==> config.mk <==
export PLATFORM = sky130hd
export DESIGN_NAME = custom_byte_stream_hash
export DESIGN_NICKNAME = d
export VERILOG_FILES = /design/src/design/cbsh_pkg.sv /design/src/design/cbsh_ctrl.sv /design/src/design/cbsh_datapath.sv /design/src/design/custom_byte_stream_hash.sv
export SDC_FILE = /design/constraint.sdc
export NUM_CORES = 1
export LEC_CHECK = 0
export ABC_AREA = 1
export BUFFER_PORTS_ARGS = -buffer_cell sky130_fd_sc_hd__buf_2
export CAP_MARGIN = 25
export CORE_MARGIN = 2
export CORE_UTILIZATION = 30
export CTS_BUF_LIST = sky130_fd_sc_hd__clkbuf_2
export CTS_CLUSTER_DIAMETER = 200
export CTS_CLUSTER_SIZE = 28
export DETAILED_ROUTE_END_ITERATION = 8
export SYNTH_ARGS = -nofsm -noshare
export SYNTH_HDL_FRONTEND = slang
export SYNTH_SLANG_ARGS = --single-unit
==> constraint.sdc <==
create_clock -name clk -period 19 [get_ports clk]
set_clock_uncertainty 0.1 [all_clocks]
set_input_delay 1.9 -clock clk [delete_from_list [all_inputs] [get_ports clk]]
set_output_delay 1.9 -clock clk [all_outputs]
set_load 0.05 [all_outputs]
==> src/design/cbsh_pkg.sv <==
package cbsh_pkg;

  // Input command codes.
  localparam logic [1:0] CMD_ABSORB        = 2'd0;
  localparam logic [1:0] CMD_ABSORB_FINISH = 2'd1;
  localparam logic [1:0] CMD_FINISH        = 2'd2;

  localparam logic [15:0] MIX_NUMERATOR = 16'd46886;
  localparam logic [31:0] COUNTER_START = 32'd7;
  localparam logic [3:0]  COUNTER_START_MOD10 = 4'd7;
  localparam logic [3:0]  MOD10_LAST = 4'd9;
  localparam logic [27:0] MAX_BYTES = 28'hFFFFFFF;
  localparam logic [31:0] MIX_ADD = 32'h85ebca6b;
  localparam logic [31:0] MIX_XOR = 32'hc2b2ae35;

  localparam logic [2:0] LAST_WORD = 3'd7;
  localparam logic [3:0] LAST_LEN_BYTE = 4'd15;
  // The divider retires four quotient bits per cycle.
  localparam logic [1:0] DIV_LAST_STEP = 2'd3;

  typedef enum logic [1:0] {
    ST_IDLE,
    ST_DIV,
    ST_MIX,
    ST_EMIT
  } state_t;

  // Commands from the controller to the datapath.
  typedef struct packed {
    logic       absorb;    // capture data_byte and count it
    logic       load_len;  // capture one length byte
    logic [2:0] len_sel;   // which length byte, most significant first
    logic       div_en;    // run one divider step
    logic [1:0] div_step;  // divider step number
    logic       mix;       // update the selected hash word
    logic       clear;     // return the hash state to its reset values
    logic [2:0] widx;      // selected hash word
  } ctl_t;

endpackage

==> src/design/cbsh_ctrl.sv <==
module cbsh_ctrl
  import cbsh_pkg::*;
(
  input  logic       clk,
  input  logic       rst,
  input  logic       in_valid,
  output logic       in_stall,
  input  logic [1:0] cmd,
  output logic       out_valid,
  input  logic       out_stall,
  output logic [2:0] word_index,
  output logic       last_word,
  output ctl_t       ctl
);

  state_t     state, state_next;
  logic [2:0] widx, widx_next;
  logic [1:0] step, step_next;
  logic [3:0] len_cnt, len_cnt_next;
  logic       pend_finish, pend_finish_next;
  logic       finishing, finishing_next;

  always_ff @(posedge clk) begin
    if (rst) begin
      state       <= ST_IDLE;
      widx        <= '0;
      step        <= '0;
      len_cnt     <= '0;
      pend_finish <= 1'b0;
      finishing   <= 1'b0;
    end else begin
      state       <= state_next;
      widx        <= widx_next;
      step        <= step_next;
      len_cnt     <= len_cnt_next;
      pend_finish <= pend_finish_next;
      finishing   <= finishing_next;
    end
  end

  always_comb begin
    state_next       = state;
    widx_next        = widx;
    step_next        = step;
    len_cnt_next     = len_cnt;
    pend_finish_next = pend_finish;
    finishing_next   = finishing;
    in_stall         = 1'b1;
    out_valid        = 1'b0;
    ctl              = '0;
    ctl.widx         = widx;
    ctl.div_step     = step;
    ctl.len_sel      = len_cnt[2:0];
    case (state)
      ST_IDLE: begin
        in_stall = 1'b0;
        if (in_valid) begin
          case (cmd)
            CMD_ABSORB, CMD_ABSORB_FINISH: begin
              ctl.absorb       = 1'b1;
              pend_finish_next = (cmd == CMD_ABSORB_FINISH);
              finishing_next   = 1'b0;
              widx_next        = '0;
              step_next        = '0;
              state_next       = ST_DIV;
            end
            CMD_FINISH: begin
              ctl.load_len     = 1'b1;
              ctl.len_sel      = '0;
              len_cnt_next     = '0;
              pend_finish_next = 1'b0;
              finishing_next   = 1'b1;
              widx_next        = '0;
              step_next        = '0;
              state_next       = ST_DIV;
            end
            default: begin
            end
          endcase
        end
      end
      ST_DIV: begin
        ctl.div_en = 1'b1;
        if (step == DIV_LAST_STEP) begin
          step_next  = '0;
          state_next = ST_MIX;
        end else begin
          step_next = step + 2'd1;
        end
      end
      ST_MIX: begin
        ctl.mix = 1'b1;
        if (widx == LAST_WORD) begin
          widx_next = '0;
          if (finishing) begin
            if (len_cnt == LAST_LEN_BYTE) begin
              state_next = ST_EMIT;
            end else begin
              len_cnt_next = len_cnt + 4'd1;
              ctl.load_len = 1'b1;
              ctl.len_sel  = len_cnt_next[2:0];
              state_next   = ST_DIV;
            end
          end else if (pend_finish) begin
            pend_finish_next = 1'b0;
            finishing_next   = 1'b1;
            len_cnt_next     = '0;
            ctl.load_len     = 1'b1;
            ctl.len_sel      = '0;
            state_next       = ST_DIV;
          end else begin
            state_next = ST_IDLE;
          end
        end else begin
          widx_next  = widx + 3'd1;
          state_next = ST_DIV;
        end
      end
      ST_EMIT: begin
        out_valid = 1'b1;
        if (!out_stall) begin
          if (widx == LAST_WORD) begin
            ctl.clear      = 1'b1;
            widx_next      = '0;
            finishing_next = 1'b0;
            state_next     = ST_IDLE;
          end else begin
            widx_next = widx + 3'd1;
          end
        end
      end
      default: begin
        state_next = ST_IDLE;
      end
    endcase
  end

  assign word_index = widx;
  assign last_word  = (widx == LAST_WORD);

endmodule

==> src/design/cbsh_datapath.sv <==
module cbsh_datapath
  import cbsh_pkg::*;
(
  input  logic        clk,
  input  logic        rst,
  input  ctl_t        ctl,
  input  logic [7:0]  data_byte,
  output logic [31:0] digest_word,
  output logic        too_long
);

  logic [31:0] hash_words [8];
  logic [31:0] mix_counter;
  logic [3:0]  counter_mod10;
  logic [27:0] byte_count;
  logic        overflow_flag;
  logic [7:0]  cur_byte;
  logic [15:0] rem, rem_next;
  logic [15:0] quot, quot_next;

  logic [7:0]  len_byte;
  logic [31:0] mixed;

  // Length bytes: the bit count is below 2^31, so the upper four bytes are zero.
  always_comb begin
    logic [31:0] bits;
    bits = {1'b0, byte_count, 3'b000};
    case (ctl.len_sel)
      3'd4:    len_byte = bits[31:24];
      3'd5:    len_byte = bits[23:16];
      3'd6:    len_byte = bits[15:8];
      3'd7:    len_byte = bits[7:0];
      default: len_byte = 8'h00;
    endcase
  end

  // Restoring divider, four quotient bits per step, most significant first.
  always_comb begin
    logic [16:0] trial;
    logic [15:0] r;
    logic [3:0]  nib;
    logic [3:0]  shamt;
    shamt = 4'd12 - {ctl.div_step, 2'b00};
    nib   = 4'(MIX_NUMERATOR >> shamt);
    r     = (ctl.div_step == 2'd0) ? 16'd0 : rem;
    quot_next = {quot[11:0], 4'b0000};
    for (int b = 3; b >= 0; b--) begin
      trial = {r, nib[b]};
      if (trial >= {1'b0, mix_counter[15:0]}) begin
        trial = trial - {1'b0, mix_counter[15:0]};
        quot_next[b] = 1'b1;
      end
      r = trial[15:0];
    end
    rem_next = r;
  end

  // One word update.
  always_comb begin
    logic [31:0] q;
    logic [31:0] term;
    logic [31:0] prod;
    logic [31:0] ext;
    logic [31:0] w1;
    logic [31:0] w2;
    q = ((mix_counter[31:16] == 16'd0) && (mix_counter[15:0] != 16'd0))
        ? {16'd0, quot} : 32'd0;
    term  = q - {28'd0, counter_mod10};
    prod  = 32'(term * {28'd0, {1'b0, ctl.widx} + 4'd1});
    ext   = {{24{cur_byte[7]}}, cur_byte};
    w1    = (hash_words[ctl.widx] ^ ext) + prod;
    w2    = w1 ^ ({w1[16:0], 15'd0} | {21'd0, w1[31:21]});
    mixed = (w2 + MIX_ADD) ^ MIX_XOR;
  end

  always_ff @(posedge clk) begin
    if (rst || ctl.clear) begin
      for (int i = 0; i < 8; i++) begin
        hash_words[i] <= '0;
      end
      mix_counter   <= COUNTER_START;
      counter_mod10 <= COUNTER_START_MOD10;
      byte_count    <= '0;
      overflow_flag <= 1'b0;
    end else begin
      if (ctl.absorb) begin
        if (byte_count == MAX_BYTES) begin
          overflow_flag <= 1'b1;
        end else begin
          byte_count <= byte_count + 28'd1;
        end
      end
      if (ctl.mix) begin
        hash_words[ctl.widx] <= mixed;
        mix_counter <= mix_counter + 32'd1;
        // 2^32 is not a multiple of ten, so the residue restarts on wrap.
        if (mix_counter == 32'hFFFFFFFF || counter_mod10 == MOD10_LAST) begin
          counter_mod10 <= '0;
        end else begin
          counter_mod10 <= counter_mod10 + 4'd1;
        end
      end
    end
  end

  always_ff @(posedge clk) begin
    if (ctl.absorb) begin
      cur_byte <= data_byte;
    end else if (ctl.load_len) begin
      cur_byte <= len_byte;
    end
    if (ctl.div_en) begin
      rem  <= rem_next;
      quot <= quot_next;
    end
  end

  assign digest_word = hash_words[ctl.widx];
  assign too_long    = overflow_flag;

endmodule

==> src/design/custom_byte_stream_hash.sv <==
// A byte is taken only while idle and then runs eight word updates before the next is taken.
// Finish adds sixteen length bytes, then eight digest words one per cycle while out_stall is low.
// Each word update waits on the shared divider, which forms 46886/counter.
// Synchronous reset clears the hash words, the byte count and the overflow flag
// and sets the mix counter to 7; the same state returns after the last word.
module custom_byte_stream_hash
  import cbsh_pkg::*;
(
  input  logic        clk,
  input  logic        rst,
  input  logic        in_valid,
  output logic        in_stall,
  input  logic [1:0]  cmd,
  input  logic [7:0]  data_byte,
  output logic        out_valid,
  input  logic        out_stall,
  output logic [31:0] digest_word,
  output logic [2:0]  word_index,
  output logic        last_word,
  output logic        too_long
);

  // The controller sequences every byte as eight word updates. Each update runs
  // the divider in ST_DIV and then writes the word in ST_MIX.
  // Input transactions are taken only while the controller is idle.
  ctl_t ctl;

  cbsh_ctrl u_ctrl (
    .clk        (clk),
    .rst        (rst),
    .in_valid   (in_valid),
    .in_stall   (in_stall),
    .cmd        (cmd),
    .out_valid  (out_valid),
    .out_stall  (out_stall),
    .word_index (word_index),
    .last_word  (last_word),
    .ctl        (ctl)
  );

  // The datapath holds the hash words, the mix counter with its residue modulo
  // ten, the byte count and the divider. While digest words are shown, the
  // selected hash word drives the output and holds steady under stall.
  cbsh_datapath u_dp (
    .clk         (clk),
    .rst         (rst),
    .ctl         (ctl),
    .data_byte   (data_byte),
    .digest_word (digest_word),
    .too_long    (too_long)
  );

endmodule

==> reports/qor.yml <==
status: "finished clean"
synth_xor_area_share_pct: 5.33
grt_pass1_vias: 21200
drtIter0Drc: 1992
final_util_pct: 32.4
ioPinCount: 53
root_buffer: "clkbuf_2"
place_area_mm2: 0.0286
post_cts_buffers: 0
rsz0062_at_grt: "false"
cts_tree: "done"
synth_edf_count: 296
seq_area_frac_synth_pct: 39.0
required_ns: 19.85
avgSynthCellArea_um2: 7.98
hold_viol: 0
wirelength_um: 81800
startpoint_type: "register"
crit_type: "register to register"
synthToLayoutAreaGrowth_pct: 6.61
cts-buffers-inserted: 17
io_buffers: 52
num-nets-final: 3588
synth_top_family_by_area: "simple AND/OR/NAND/NOR gates"
setup_slack_ns: 7.76
ant_nets: 0
dr.pass1.iters: 6
hold_path.class: "register to register"
core_mm2: 0.0888
dp_hpwl_um: 57800
ys_async_sr_fraction_pct: 0
synth.ff_latch_count: 377
critPathBufInv: 8
final_cell_area_mm2: 0.0288
cts_buffer_depth: 3
yosys.area_share.simple_pct: 23.5
grt_overflow: 0
syn_area_mm2: 0.0270
clk_pin_slew_ns: 0.48
h-tree-depth: 1
grt_pass1_wl_um: 125000
post-route-period-util_pct: 59.2
antenna_found_initial: 4
synth_cell_type_count: 61
viasPerCell: 5.00
cts_resized: 0
synthCells: 3382
drv_cap: 0
gp_congestion: 0.955
final-max-slew-violation-count: 0
maxSlewHeadroom_pct: 40.2
start_util_pct: 30.4
cp_common_cell: "nand2_1"
worstMarginPinSlew_ns: 0.891
synth_compound_area_share_pct: 12.4
grtUsageTotal_pct: 17.3
cp_max_fo: 29
wire_per_inst_um: 18.0
worstSetupEndpointType: "register"
place_ws_ns: 7.87
die_y_um: 304
rows: 109
finalSetupTns_ns: 0
fp.dieW_um: 304
route.detailed.drc: 0
synth_nets: 3599
finalCriticalPeriod_ns: 11.24
yosysWarnings: 0
crit_path_max_incr_delay_ns: 0.59
synth_adder_area_share_pct: 11.9
clock-sinks: 377
synthFlopType: "edfxtp_1"
synth_mux_area_share_pct: 0
cpMaxStageDelayCell: "ha_1"
max_freq_ghz: 0.0889
critPathTopFamily: "compound AO/OA/AOI/OAI gates"
setup_viol: 0
drive_gt1_share_pct: 7.97
ctsHoldBuffers: 0
grt_start_max_net_pins: 85
cp.arrival_ns: 12.10
vias: 22700
dieArea_mm2: 0.0923
clk_latency_ns: 1.11
## tightest hold or removal path, delay by kind of cell (launching register included)
kind,cells,cell delay (ns)
DFF,1,0.41
buffers and inverters,1,0.05
AOI/OAI and AO/OA,1,0.05
## per-stage QoR
step,cells,hold slack (ns)
5_1_grt,4543,0.412
6_report,4543,0.367
4_1_cts,4541,0.366
3_3_place_gp,4512,0.342
2_1_floorplan,3382,0.326
3_5_place_dp,4517,0.342
## routing by layer
layer  vias to the layer above  routed length, um  track usage, %
li1                      11100                  -               -
met4                         2               1560            3.42
met3                        81               5770            1.80
met1                     10800              38700            25.7
met2                       726              35700            27.4
met5                         -                 19               0
## state kept, by name, summed over array words and instances, names as in the netlist, named ones only
signal and flops:
u_ctrl.finishing 1, u_ctrl.len_cnt 4, u_ctrl.pend_finish 1, u_ctrl.state 2, u_ctrl.step 2, u_ctrl.word_index 3
u_dp.byte_count 28, u_dp.counter_mod10 4, u_dp.cur_byte 8, u_dp.hash_words 256, u_dp.mix_counter 32, u_dp.quot 16
u_dp.rem 16, u_dp.too_long 1
## path summary, 6_finish.rpt
kind,startpoint,end,slack (ns),depth (start not counted)
worst max-delay path,u_ctrl.step[0],u_dp.rem[10],7.76,63
worst min-delay path,u_ctrl.pend_finish,u_ctrl.pend_finish,0.37,2
worst max register to register,u_ctrl.step[0],u_dp.rem[10],7.76,63
worst min register to register,u_ctrl.pend_finish,u_ctrl.pend_finish,0.37,2
## layout by cell type, fill, tap and decap left out, types with 11 or more instances in the layout
cell type,Yosys,layout
nand3_2,12,16
nor2_2,24,24
inv_1,415,412
fa_1,90,90
nand4_1,26,26
nor2_1,604,603
xnor2_1,41,41
o21ai_1,32,32
nand3_1,122,118
o22ai_1,66,66
clkbuf_2,0,22
xor2_2,11,11
nand2_1,596,584
buf_2,9,52
o211ai_1,11,11
nor3_1,48,48
dfxtp_1,81,78
nor4_1,11,11
edfxtp_1,296,296
buf_4,4,26
nand2_2,26,38
o21ai_0,255,255
inv_2,20,21
ha_1,113,113
o21a_1,13,13
xor2_1,88,88
a21oi_1,156,156
## Yosys cell counts, types with 81 or more instances
| cell type | count | area (um^2) |
|---|---|---|
| clkbuf_1 | 95 | 357 |
| nand2_1 | 596 | 2240 |
| fa_1 | 90 | 1800 |
| o21ai_0 | 255 | 1280 |
| ha_1 | 113 | 1410 |
| nand3_1 | 122 | 611 |
| nor2_1 | 604 | 2270 |
| a21oi_1 | 156 | 781 |
| edfxtp_1 | 296 | 8890 |
| dfxtp_1 | 81 | 1620 |
| inv_1 | 415 | 1560 |
| xor2_1 | 88 | 771 |
## cell type report
cell class                 count  area, um^2
timing repair buffer          83         578
clock inverter                 2        20.0
clock buffer                  22         110
fill                        9471       60000
antenna                        2        5.00
multi-input combinational   2454       14400
inverter                     438        1650
tap                         1165        1460
sequential                   377       10500
## cells by family (layout without fill, tap and decap cells)
| group | after synthesis | in the layout |
|---|---|---|
| fa+ha+maj | 203 | 203 |
| simple gates | 1505 | 1505 |
| other cells | 0 | 2 |
| compound gates | 600 | 600 |
| flops | 377 | 377 |
| xor+xnor | 146 | 146 |
| buf+inv | 551 | 545 |
Power is not shown: default switching activity piles up to over one toggle a cycle in this logic, so the estimate is an artifact.
